**config.mk**
```make
export PLATFORM = sky130hd
export DESIGN_NAME = dual_pd_velocity_controller_core
export DESIGN_NICKNAME = d
export VERILOG_FILES = /design/src/sv/dpvc_pkg.sv /design/src/sv/dual_pd_velocity_controller_core.sv /design/src/sv/dpvc_ctrl.sv /design/src/sv/dpvc_lane.sv
export SDC_FILE = /design/constraint.sdc
export NUM_CORES = 2
export LEC_CHECK = 0
export BUFFER_PORTS_ARGS = -buffer_cell sky130_fd_sc_hd__buf_2
export CORE_MARGIN = 1
export CORE_UTILIZATION = 63
export CTS_CLUSTER_DIAMETER = 50
export DETAILED_ROUTE_END_ITERATION = 16
export GPL_TIMING_DRIVEN = 0
export PLACE_DENSITY_LB_ADDON = 0.12
export SLEW_MARGIN = 40
export SYNTH_ARGS = -nofsm -noshare
export SYNTH_HDL_FRONTEND = slang
export SYNTH_SLANG_ARGS = --single-unit
```
**constraint.sdc**
```tcl
create_clock -name clock -period 11.8 [get_ports clock]
set_clock_uncertainty 0.15 [all_clocks]
set_input_delay 0.59 -clock clock [delete_from_list [all_inputs] [get_ports clock]]
set_output_delay 0.59 -clock clock [all_outputs]
set_load 0.02 [all_outputs]
```
**src/sv/dpvc_pkg.sv**
```systemverilog
`timescale 1ns / 1ps
`default_nettype none
package dpvc_pkg;

   localparam int GAIN_W   = 16;
   localparam int LIMIT_W  = 15;
   localparam int TIME_W   = 16;
   localparam int MUL_BITS = 20;
   localparam int DER_W    = 32;
   localparam int QUOT_W   = DER_W + 1;
   localparam int ACC_W    = 49;
   localparam int RND_W    = ACC_W - 8;
   localparam int CNT_W    = 6;

   localparam logic [MUL_BITS-1:0] MILLION = 20'd1000000;
   localparam logic [TIME_W-1:0]   T_ZERO  = 16'd1000;

   localparam logic signed [DER_W-1:0] DER_MAX = 32'sh7FFF_FFFF;
   localparam logic signed [DER_W-1:0] DER_MIN = 32'sh8000_0000;
   localparam logic [QUOT_W-1:0]       NEG_CAP = 33'h0_8000_0000;

   localparam logic signed [GAIN_W-1:0] KP_RESET  = 16'sd512;
   localparam logic signed [GAIN_W-1:0] KD_RESET  = 16'sd26;
   localparam logic [LIMIT_W-1:0]       LIN_RESET = 15'd1229;
   localparam logic [LIMIT_W-1:0]       ANG_RESET = 15'd4096;

   typedef enum logic [1:0] {
      REG_KP      = 2'd0,
      REG_KD      = 2'd1,
      REG_LIN_LIM = 2'd2,
      REG_ANG_LIM = 2'd3
   } reg_index_type;

   typedef enum logic [3:0] {
      ST_IDLE,
      ST_PREP,
      ST_MUL,
      ST_DIV,
      ST_SAT,
      ST_SUM,
      ST_MAC,
      ST_RND,
      ST_DONE
   } phase_type;

   typedef struct packed {
      phase_type        phase;
      logic [CNT_W-1:0] cnt;
      logic             start;
   } ctrl_type;

endpackage
`default_nettype wire

```
**src/sv/dual_pd_velocity_controller_core.sv**
```systemverilog
`timescale 1ns / 1ps
`default_nettype none
// Two PD channels (linear from forward error, angular from lateral error) sharing one pair
// of Q8.8 gains, each derivative being the error delta times 1e6 over the elapsed time
// (0 us taken as 1000 us), each command rounded to Q4.12 and clamped to its own limit.
// One item is worked on at a time: an item with a valid plan passes through a serial
// multiply of the delta magnitude by 1e6 over the 20 bits of that constant, then a
// bit-serial restoring divide that gives one quotient bit per cycle over the numerator's
// DATA_WIDTH + 20 bits, then a serial pass over the 16 gain bits; an item with plan_valid
// low skips these steps and is answered with zero commands.
// A finished result waits in the output register while the next item is accepted.
module dual_pd_velocity_controller_core #(
   parameter int DATA_WIDTH = 16
) (
   input  wire logic                                      clock,
   input  wire logic                                      reset,
   input  wire logic                                      req_tvalid,
   output logic                                           req_tready,
   // forward_error, lateral_error, elapsed_us
   input  wire logic [((2*DATA_WIDTH+16+7)/8)*8-1:0]      req_tdata,
   // plan_valid
   input  wire logic                                      req_tuser,
   output logic                                           rsp_tvalid,
   input  wire logic                                      rsp_tready,
   // linear_cmd, angular_cmd
   output logic [((2*DATA_WIDTH+7)/8)*8-1:0]              rsp_tdata,
   input  wire logic                                      csr_we,
   input  wire logic [1:0]                                csr_addr,
   input  wire logic [dpvc_pkg::GAIN_W-1:0]               csr_wdata
);
   import dpvc_pkg::*;

   localparam int OUT_W = ((2*DATA_WIDTH+7)/8)*8;

   logic signed [GAIN_W-1:0]     kp_ff, kp_in;
   logic signed [GAIN_W-1:0]     kd_ff, kd_in;
   logic [LIMIT_W-1:0]           lin_lim_ff, lin_lim_in;
   logic [LIMIT_W-1:0]           ang_lim_ff, ang_lim_in;
   logic signed [DATA_WIDTH-1:0] prev_fwd_ff, prev_fwd_in;
   logic signed [DATA_WIDTH-1:0] prev_lat_ff, prev_lat_in;
   logic                         plan_ff, plan_in;
   logic                         rsp_valid_ff, rsp_valid_in;
   logic [OUT_W-1:0]             rsp_data_ff, rsp_data_in;

   ctrl_type                     ctrl;
   logic                         accept;
   logic                         out_free;
   logic                         load;
   logic signed [DATA_WIDTH-1:0] fwd_err;
   logic signed [DATA_WIDTH-1:0] lat_err;
   logic [TIME_W-1:0]            elapsed;
   logic [TIME_W-1:0]            period;
   logic signed [DATA_WIDTH-1:0] lin_cmd;
   logic signed [DATA_WIDTH-1:0] ang_cmd;

   assign fwd_err  = req_tdata[DATA_WIDTH-1:0];
   assign lat_err  = req_tdata[2*DATA_WIDTH-1:DATA_WIDTH];
   assign elapsed  = req_tdata[2*DATA_WIDTH+TIME_W-1:2*DATA_WIDTH];
   assign period   = (elapsed == '0) ? T_ZERO : elapsed;

   assign req_tready = ctrl.phase == ST_IDLE;
   assign accept     = req_tvalid & req_tready;
   assign out_free   = ~rsp_valid_ff | rsp_tready;
   assign load       = (ctrl.phase == ST_DONE) & out_free;
   assign rsp_tvalid = rsp_valid_ff;
   assign rsp_tdata  = rsp_data_ff;

   dpvc_ctrl #(.DATA_WIDTH(DATA_WIDTH)) u_ctrl (
      .clock      (clock),
      .reset      (reset),
      .accept     (accept),
      .plan_valid (req_tuser),
      .out_free   (out_free),
      .ctrl       (ctrl)
   );

   dpvc_lane #(.DATA_WIDTH(DATA_WIDTH)) u_lin (
      .clock  (clock),
      .ctrl   (ctrl),
      .err    (fwd_err),
      .prev   (prev_fwd_ff),
      .period (period),
      .kp     (kp_ff),
      .kd     (kd_ff),
      .limit  (lin_lim_ff),
      .cmd    (lin_cmd)
   );

   dpvc_lane #(.DATA_WIDTH(DATA_WIDTH)) u_ang (
      .clock  (clock),
      .ctrl   (ctrl),
      .err    (lat_err),
      .prev   (prev_lat_ff),
      .period (period),
      .kp     (kp_ff),
      .kd     (kd_ff),
      .limit  (ang_lim_ff),
      .cmd    (ang_cmd)
   );

   always_comb begin
      kp_in      = kp_ff;
      kd_in      = kd_ff;
      lin_lim_in = lin_lim_ff;
      ang_lim_in = ang_lim_ff;
      if (csr_we) begin
         unique case (reg_index_type'(csr_addr))
            REG_KP:      kp_in      = csr_wdata;
            REG_KD:      kd_in      = csr_wdata;
            REG_LIN_LIM: lin_lim_in = csr_wdata[LIMIT_W-1:0];
            REG_ANG_LIM: ang_lim_in = csr_wdata[LIMIT_W-1:0];
            default: begin
            end
         endcase
      end
   end

   always_comb begin
      prev_fwd_in = prev_fwd_ff;
      prev_lat_in = prev_lat_ff;
      plan_in     = plan_ff;
      if (accept) begin
         plan_in = req_tuser;
         if (req_tuser) begin
            prev_fwd_in = fwd_err;
            prev_lat_in = lat_err;
         end
      end
      rsp_valid_in = load | (rsp_valid_ff & ~rsp_tready);
      rsp_data_in  = rsp_data_ff;
      if (load) begin
         rsp_data_in = plan_ff ? OUT_W'({ang_cmd, lin_cmd}) : '0;
      end
   end

   always_ff @(posedge clock) begin
      if (reset) begin
         kp_ff        <= KP_RESET;
         kd_ff        <= KD_RESET;
         lin_lim_ff   <= LIN_RESET;
         ang_lim_ff   <= ANG_RESET;
         prev_fwd_ff  <= '0;
         prev_lat_ff  <= '0;
         plan_ff      <= 1'b0;
         rsp_valid_ff <= 1'b0;
      end else begin
         kp_ff        <= kp_in;
         kd_ff        <= kd_in;
         lin_lim_ff   <= lin_lim_in;
         ang_lim_ff   <= ang_lim_in;
         prev_fwd_ff  <= prev_fwd_in;
         prev_lat_ff  <= prev_lat_in;
         plan_ff      <= plan_in;
         rsp_valid_ff <= rsp_valid_in;
      end
   end

   always_ff @(posedge clock) begin
      rsp_data_ff <= rsp_data_in;
   end

endmodule
`default_nettype wire

```
**src/sv/dpvc_ctrl.sv**
```systemverilog
`timescale 1ns / 1ps
`default_nettype none
module dpvc_ctrl #(
   parameter int DATA_WIDTH = 16
) (
   input  wire logic              clock,
   input  wire logic              reset,
   input  wire logic              accept,
   input  wire logic              plan_valid,
   input  wire logic              out_free,
   output dpvc_pkg::ctrl_type     ctrl
);
   import dpvc_pkg::*;

   localparam int NW = DATA_WIDTH + MUL_BITS;

   phase_type        state_ff, state_in;
   logic [CNT_W-1:0] cnt_ff, cnt_in;

   always_comb begin
      state_in = state_ff;
      unique case (state_ff)
         ST_IDLE: begin
            if (accept) begin
               state_in = plan_valid ? ST_PREP : ST_DONE;
            end
         end
         ST_PREP: state_in = ST_MUL;
         ST_MUL: begin
            if (cnt_ff == '0) begin
               state_in = ST_DIV;
            end
         end
         ST_DIV: begin
            if (cnt_ff == '0) begin
               state_in = ST_SAT;
            end
         end
         ST_SAT: state_in = ST_SUM;
         ST_SUM: state_in = ST_MAC;
         ST_MAC: begin
            if (cnt_ff == '0) begin
               state_in = ST_RND;
            end
         end
         ST_RND: state_in = ST_DONE;
         ST_DONE: begin
            if (out_free) begin
               state_in = ST_IDLE;
            end
         end
         default: state_in = ST_IDLE;
      endcase
   end

   // bit counter for the serial phases
   always_comb begin
      cnt_in = cnt_ff;
      unique case (state_ff)
         ST_PREP: cnt_in = CNT_W'(MUL_BITS - 1);
         ST_MUL: begin
            cnt_in = (cnt_ff == '0) ? CNT_W'(NW - 1) : cnt_ff - 1'b1;
         end
         ST_DIV:  cnt_in = cnt_ff - 1'b1;
         ST_SUM:  cnt_in = CNT_W'(GAIN_W - 1);
         ST_MAC:  cnt_in = cnt_ff - 1'b1;
         default: cnt_in = cnt_ff;
      endcase
   end

   always_comb begin
      ctrl.phase = state_ff;
      ctrl.cnt   = cnt_ff;
      ctrl.start = accept;
   end

   always_ff @(posedge clock) begin
      if (reset) begin
         state_ff <= ST_IDLE;
         cnt_ff   <= '0;
      end else begin
         state_ff <= state_in;
         cnt_ff   <= cnt_in;
      end
   end

endmodule
`default_nettype wire

```
**src/sv/dpvc_lane.sv**
```systemverilog
`timescale 1ns / 1ps
`default_nettype none
module dpvc_lane #(
   parameter int DATA_WIDTH = 16
) (
   input  wire logic                                  clock,
   input  wire dpvc_pkg::ctrl_type                    ctrl,
   input  wire logic signed [DATA_WIDTH-1:0]          err,
   input  wire logic signed [DATA_WIDTH-1:0]          prev,
   input  wire logic [dpvc_pkg::TIME_W-1:0]           period,
   input  wire logic signed [dpvc_pkg::GAIN_W-1:0]    kp,
   input  wire logic signed [dpvc_pkg::GAIN_W-1:0]    kd,
   input  wire logic [dpvc_pkg::LIMIT_W-1:0]          limit,
   output logic signed [DATA_WIDTH-1:0]               cmd
);
   import dpvc_pkg::*;

   localparam int NW = DATA_WIDTH + MUL_BITS;

   logic signed [DATA_WIDTH-1:0] e_ff, e_in;
   logic signed [DATA_WIDTH:0]   d_ff, d_in;
   logic [TIME_W-1:0]            t_ff, t_in;
   logic [DATA_WIDTH-1:0]        mag_ff, mag_in;
   logic                         neg_ff, neg_in;
   logic [NW-1:0]                num_ff, num_in;
   logic [TIME_W-1:0]            rem_ff, rem_in;
   logic [QUOT_W-1:0]            quot_ff, quot_in;
   logic                         ovf_ff, ovf_in;
   logic signed [DER_W-1:0]      der_ff, der_in;
   logic signed [ACC_W-1:0]      epd_ff, epd_in;
   logic signed [ACC_W-1:0]      acc_ff, acc_in;
   logic signed [RND_W-1:0]      rnd_ff, rnd_in;

   logic [TIME_W:0]         rem_sh;
   logic [TIME_W:0]         rem_dif;
   logic                    fits;
   logic                    cap;
   logic signed [DATA_WIDTH:0] d_abs;
   logic signed [ACC_W-1:0] e_x;
   logic signed [ACC_W-1:0] der_x;
   logic signed [ACC_W-1:0] sel;
   logic signed [ACC_W-1:0] acc_sh;
   logic signed [ACC_W-1:0] acc_rnd;
   logic [3:0]              gi;
   logic signed [RND_W-1:0] lim_x;
   logic signed [RND_W-1:0] neg_lim;

   always_comb begin
      rem_sh  = {rem_ff, num_ff[NW-1]};
      fits    = rem_sh >= {1'b0, t_ff};
      rem_dif = rem_sh - {1'b0, t_ff};
      d_abs   = d_ff[DATA_WIDTH] ? -d_ff : d_ff;
      cap     = ovf_ff | (neg_ff ? (quot_ff > NEG_CAP) : (quot_ff[QUOT_W-1] | quot_ff[DER_W-1]));
      e_x     = {{(ACC_W - DATA_WIDTH){e_ff[DATA_WIDTH-1]}}, e_ff};
      der_x   = {{(ACC_W - DER_W){der_ff[DER_W-1]}}, der_ff};
      gi      = ctrl.cnt[3:0];
      case ({kp[gi], kd[gi]})
         2'b10:   sel = e_x;
         2'b01:   sel = der_x;
         2'b11:   sel = epd_ff;
         default: sel = '0;
      endcase
      acc_sh  = acc_ff <<< 1;
      acc_rnd = acc_ff + ACC_W'(128);
      lim_x   = {{(RND_W - LIMIT_W){1'b0}}, limit};
      neg_lim = -lim_x;
   end

   always_comb begin
      e_in    = e_ff;
      d_in    = d_ff;
      t_in    = t_ff;
      mag_in  = mag_ff;
      neg_in  = neg_ff;
      num_in  = num_ff;
      rem_in  = rem_ff;
      quot_in = quot_ff;
      ovf_in  = ovf_ff;
      der_in  = der_ff;
      epd_in  = epd_ff;
      acc_in  = acc_ff;
      rnd_in  = rnd_ff;
      if (ctrl.start) begin
         e_in = err;
         d_in = {err[DATA_WIDTH-1], err} - {prev[DATA_WIDTH-1], prev};
         t_in = period;
      end
      case (ctrl.phase)
         ST_PREP: begin
            mag_in  = d_abs[DATA_WIDTH-1:0];
            neg_in  = d_ff[DATA_WIDTH];
            num_in  = '0;
            rem_in  = '0;
            quot_in = '0;
            ovf_in  = 1'b0;
         end
         // delta magnitude times one million, msb first
         ST_MUL: begin
            num_in = (num_ff << 1)
                   + (MILLION[ctrl.cnt[4:0]] ? {{MUL_BITS{1'b0}}, mag_ff} : '0);
         end
         // restoring divide, one quotient bit per cycle
         ST_DIV: begin
            num_in  = num_ff << 1;
            rem_in  = fits ? rem_dif[TIME_W-1:0] : rem_sh[TIME_W-1:0];
            quot_in = {quot_ff[QUOT_W-2:0], fits};
            ovf_in  = ovf_ff | quot_ff[QUOT_W-1];
         end
         ST_SAT: begin
            if (neg_ff) begin
               der_in = cap ? DER_MIN : (~quot_ff[DER_W-1:0]) + 32'd1;
            end else begin
               der_in = cap ? DER_MAX : quot_ff[DER_W-1:0];
            end
         end
         ST_SUM: begin
            epd_in = e_x + der_x;
            acc_in = '0;
         end
         // both gains, one bit per cycle, sign bit first
         ST_MAC: begin
            acc_in = (ctrl.cnt == CNT_W'(GAIN_W - 1)) ? acc_sh - sel : acc_sh + sel;
         end
         ST_RND: begin
            rnd_in = acc_rnd[ACC_W-1:8];
         end
         default: begin
         end
      endcase
   end

   always_comb begin
      if (rnd_ff > lim_x) begin
         cmd = lim_x[DATA_WIDTH-1:0];
      end else if (rnd_ff < neg_lim) begin
         cmd = neg_lim[DATA_WIDTH-1:0];
      end else begin
         cmd = rnd_ff[DATA_WIDTH-1:0];
      end
   end

   always_ff @(posedge clock) begin
      e_ff    <= e_in;
      d_ff    <= d_in;
      t_ff    <= t_in;
      mag_ff  <= mag_in;
      neg_ff  <= neg_in;
      num_ff  <= num_in;
      rem_ff  <= rem_in;
      quot_ff <= quot_in;
      ovf_ff  <= ovf_in;
      der_ff  <= der_in;
      epd_ff  <= epd_in;
      acc_ff  <= acc_in;
      rnd_ff  <= rnd_in;
   end

endmodule
`default_nettype wire

```
==> results.yml <==
die:
  effective_utilization_at_floorplan_pct: 63.7
  floorplan.rows: 105
  die-area_um2: 84300
  pin_count: 106
  die_y_um: 290
  die_x_um: 290
  coreArea_um2: 82200
cells_and_area:
  finalInstanceArea_um2: 58300
  layoutNonFillerInstCount: 7120
  numnets_final: 6521
  fill_cells: 6258
  synthToLayoutAreaGrowth_pct: 11.3
  share_of_final_layout_standard_cells_stronger_than_drive_strength_1_pct: 6.70
global_route:
  grt_pass1_vias: 41900
  antenna_found_initial: 1
  gr-total-overflow: 0
  largest_net_degree_at_the_start_of_global_routing: 57
  grt.total_usage_pct: 34.7
  first_pass_grt_wire_length_um: 232000
clocking:
  clock_insertion_delay_worst_skew_ns: 0.70
  htree_levels: 3
  cts_root_buf: "sky130_fd_sc_hd__clkbuf_16"
  cts_sinks: 737
  cts-root-to-sink-buffers: 3
  tritoncts: "built"
  cts.reportedPaths.clkPinSlew_ns: 0.06
  cts_buffers: 97
  cts.repair.resized: 0
job:
  maxCapViolCount: 0
placement:
  placed_wire_length_estimate_um: 113000
  portBuffers: 103
  routabilityCongestion: 0.985
  place_inst: 6916
  dpl_cell_area_um2: 54800
  dp_worst_setup_slack_ns: 3.69
synthesis:
  postSynthAreaPerCell_um2: 9.19
  postSynthNetCount: 6254
  synth_seq_area_share_pct: 40.2
  post_synth_instance_area_um2: 52400
  synth_enable_flop_cells: 630
  post_synth_num_cell_types: 84
  synth-async-reset-ratio_pct: 0
  yosys_most_used_dff: "sky130_fd_sc_hd__edfxtp_1"
  postSynthCellCount: 5701
  synth_warnings: 0
  postSynthRegisterBits: 737
detailed_routing:
  drcViolationCount: 0
  detail_route.wl_per_cell_um: 20.8
  routed_wirelength_um: 148000
  route.detailed.vias_per_inst: 6.23
  drt_pass1_iterations: 8
  drt_iter0_markers: 4188
  vias: 44400
  antenna_left: 0
critical_path:
  timing.setup.critical_path_class: "flop to flop"
  critical_path.endpoint_type: "flop"
  critPathLaunchType: "flop"
  crit_arrival_ns: 8.68
  crit_path_max_fo: 10
  crit_required_ns: 12.08
sta:
  max_slew.worst_pin.slew_ns: 0.957
  fin_crit_ns: 8.40
  hold-worst-slack_ns: 0.0309
  slew_viol_final: 0
  rsz0062_at_grt: "false"
  finalHoldViolCount: 0
  setup_viol_count_final: 0
  post-route-period-util_pct: 71.2
  finalSetupTns_ns: 0
  setup_ws_ns: 3.40
  worst_slew_margin_rel_pct: 36.2
  fmax_mhz: 119
run_status:
  status: "complete, no violations"
power:
  cellPowerDensity_nw_per_um2: 257
  cellLeakagePower_nw: 22.9
  ir_drop_uv: 158
hold_path:
  holdCritPathClass: "input pin to flop"
[synthesized netlist by cell type, types with 9 or more instances]
master | count | share of area, %
sky130_fd_sc_hd__o211ai_1 | 24 | 0.34
sky130_fd_sc_hd__or4_1 | 9 | 0.13
sky130_fd_sc_hd__o31ai_1 | 33 | 0.47
sky130_fd_sc_hd__o21bai_1 | 56 | 0.80
sky130_fd_sc_hd__inv_1 | 351 | 2.5
sky130_fd_sc_hd__xor2_1 | 100 | 1.7
sky130_fd_sc_hd__a221oi_1 | 16 | 0.27
sky130_fd_sc_hd__xnor2_1 | 274 | 4.6
sky130_fd_sc_hd__nand4_1 | 81 | 0.97
sky130_fd_sc_hd__a211o_1 | 9 | 0.15
sky130_fd_sc_hd__fa_1 | 12 | 0.46
sky130_fd_sc_hd__nand2b_1 | 60 | 0.72
sky130_fd_sc_hd__nor4_1 | 54 | 0.64
sky130_fd_sc_hd__a211oi_1 | 48 | 0.69
sky130_fd_sc_hd__edfxtp_1 | 630 | 36
sky130_fd_sc_hd__a31oi_1 | 45 | 0.54
sky130_fd_sc_hd__a21o_1 | 96 | 1.4
sky130_fd_sc_hd__a21oi_1 | 507 | 4.8
sky130_fd_sc_hd__dfxtp_1 | 107 | 4.1
sky130_fd_sc_hd__nor2b_1 | 105 | 1.3
sky130_fd_sc_hd__and2_1 | 135 | 1.6
sky130_fd_sc_hd__o21a_1 | 119 | 1.7
sky130_fd_sc_hd__a21boi_0 | 24 | 0.34
sky130_fd_sc_hd__nor2_1 | 580 | 4.2
sky130_fd_sc_hd__o22ai_1 | 59 | 0.70
sky130_fd_sc_hd__a41oi_1 | 10 | 0.17
sky130_fd_sc_hd__and4_1 | 11 | 0.18
sky130_fd_sc_hd__buf_1 | 11 | 0.079
sky130_fd_sc_hd__nor3b_1 | 19 | 0.27
sky130_fd_sc_hd__clkbuf_1 | 230 | 1.6
sky130_fd_sc_hd__o21ai_0 | 236 | 2.3
sky130_fd_sc_hd__nand3b_1 | 12 | 0.17
sky130_fd_sc_hd__a22o_1 | 28 | 0.47
sky130_fd_sc_hd__mux4_2 | 9 | 0.39
sky130_fd_sc_hd__mux2i_1 | 100 | 1.9
sky130_fd_sc_hd__nand3_1 | 111 | 1.1
sky130_fd_sc_hd__nand2_1 | 519 | 3.7
sky130_fd_sc_hd__o31a_1 | 13 | 0.22
sky130_fd_sc_hd__or2_2 | 18 | 0.21
sky130_fd_sc_hd__ha_1 | 469 | 11
sky130_fd_sc_hd__o41ai_1 | 10 | 0.17
sky130_fd_sc_hd__or3_1 | 30 | 0.36
sky130_fd_sc_hd__and3_1 | 91 | 1.1
sky130_fd_sc_hd__nor3_1 | 116 | 1.1
[placed cells by master, fill, tap and decap left out, types with 30 or more instances in the layout]
master,netlist,routed
sky130_fd_sc_hd__edfxtp_1,630,630
sky130_fd_sc_hd__nor2_1,580,576
sky130_fd_sc_hd__nand2_1,519,518
sky130_fd_sc_hd__a21oi_1,507,507
sky130_fd_sc_hd__ha_1,469,469
sky130_fd_sc_hd__inv_1,351,350
sky130_fd_sc_hd__xnor2_1,274,274
sky130_fd_sc_hd__o21ai_0,236,236
sky130_fd_sc_hd__clkbuf_1,230,230
sky130_fd_sc_hd__and2_1,135,134
sky130_fd_sc_hd__buf_2,1,124
sky130_fd_sc_hd__o21a_1,119,116
sky130_fd_sc_hd__nor3_1,116,112
sky130_fd_sc_hd__nand3_1,111,111
sky130_fd_sc_hd__dfxtp_1,107,107
sky130_fd_sc_hd__nor2b_1,105,105
sky130_fd_sc_hd__mux2i_1,100,100
sky130_fd_sc_hd__xor2_1,100,100
sky130_fd_sc_hd__clkbuf_16,0,98
sky130_fd_sc_hd__a21o_1,96,96
sky130_fd_sc_hd__and3_1,91,91
sky130_fd_sc_hd__nand4_1,81,81
sky130_fd_sc_hd__nand2b_1,60,60
sky130_fd_sc_hd__o22ai_1,59,59
sky130_fd_sc_hd__o21bai_1,56,56
sky130_fd_sc_hd__nor4_1,54,52
sky130_fd_sc_hd__a211oi_1,48,48
sky130_fd_sc_hd__a31oi_1,45,44
sky130_fd_sc_hd__o31ai_1,33,32
sky130_fd_sc_hd__or3_1,30,30
[flip-flops by register name, summed over array words and instances, names as in the netlist, 33 cells and up, named ones only]
signal         flops
u_lin.acc_ff      49
u_lin.num_ff      36
u_lin.epd_ff      33
u_lin.quot_ff     33
u_lin.rnd_ff      41
u_ang.quot_ff     33
u_ang.acc_ff      49
u_ang.rnd_ff      41
u_ang.epd_ff      33
u_ang.num_ff      36
[layout make-up]
class	count	area, um^2	share of cell area, %
multi-input cells	4365	29200	50.0
flip-flops and latches	737	21100	36.1
clock buffers	117	2550	4.38
well taps	1070	1340	2.30
inverters	354	1330	2.29
repair buffers	168	1170	2.01
plain buffers	245	976	1.67
clock inverters	63	712	1.22
diodes	1	2.50	0.00429
[metrics by stage]
step	power [mW]	util [%]
global route	15.9	70.9
floorplan	9.86	-
global placement	11.6	66.0
CTS	14.8	70.9
finish	15.0	70.9
detailed placement	11.8	66.6
[repair_timing]
action                                 in CTS  in global routing
endpoints found under the hold margin      27                  0
buffers inserted                            0                  0
hold buffers                               23                  0
[power breakdown]
group	switching [mW]	internal [mW]	leakage, nW	total, mW
Sequential	0.387	3.54	6.59	3.92
Clock	1.23	1.75	1.58	2.98
Combinational	4.95	3.13	14.8	8.08
Total	6.57	8.41	22.9	15.0
[cell families (layout without fill, tap and decap cells)]
family	Yosys count	in the layout	synth area share (%)
and+or+nand+nor	1976	1976	18.1
AOI/OAI and AO/OA	1423	1423	17.1
DFF	737	737	40.2
buffers and inverters	599	947	4.35
adders and majority gates	481	481	11.7
xor gates and xnor gates	374	374	6.25
muxes	111	111	2.34
other	0	1	0
[critical path, cell delays in order (launching register included)]
cell                        delay [ns]
sky130_fd_sc_hd__dfxtp_1          0.41
sky130_fd_sc_hd__clkbuf_1         0.40
sky130_fd_sc_hd__clkbuf_1         0.45
sky130_fd_sc_hd__nand2_1          0.12
sky130_fd_sc_hd__o2111ai_1        0.19
sky130_fd_sc_hd__o31a_1           0.25
sky130_fd_sc_hd__and2_1           0.19
sky130_fd_sc_hd__nor2_1           0.07
sky130_fd_sc_hd__a31oi_2          0.72
sky130_fd_sc_hd__clkbuf_1         0.60
sky130_fd_sc_hd__nand2_1          0.12
sky130_fd_sc_hd__o21a_1           0.18
sky130_fd_sc_hd__ha_1             0.39
sky130_fd_sc_hd__nor2b_1          0.20
sky130_fd_sc_hd__o31ai_1          0.42
sky130_fd_sc_hd__a311oi_1         0.25
sky130_fd_sc_hd__o41a_1           0.51
sky130_fd_sc_hd__a21oi_1          0.41
sky130_fd_sc_hd__o21ai_0          0.24
sky130_fd_sc_hd__o21ai_0          0.49
sky130_fd_sc_hd__o21ai_0          0.31
sky130_fd_sc_hd__o31ai_1          0.42
sky130_fd_sc_hd__nand2_1          0.11
sky130_fd_sc_hd__a211oi_1         0.24
sky130_fd_sc_hd__o21ai_0          0.15
sky130_fd_sc_hd__mux2i_1          0.14
[routing by layer]
layer  vias up  part of all wire, %  track usage (%)
met5         -                    0                0
met3       372                  7.8             4.77
met4         0                  5.2             16.6
met1     21100                   42             47.3
li1      21100                    -                -
met2      1867                   45             54.7
[final timing paths]
kind,from,to,slack [ns],cells after the start
setup / recovery,u_ctrl.cnt_ff[3],u_lin.acc_ff[48],3.40,25
hold / removal,req_tdata[7],u_lin.e_ff[7],0.03,1
setup reg to reg,u_ctrl.cnt_ff[3],u_lin.acc_ff[48],3.40,25
hold reg to reg,prev_lat_ff[3],prev_lat_ff[3],0.31,2
(Power assumes the default switching activity.)
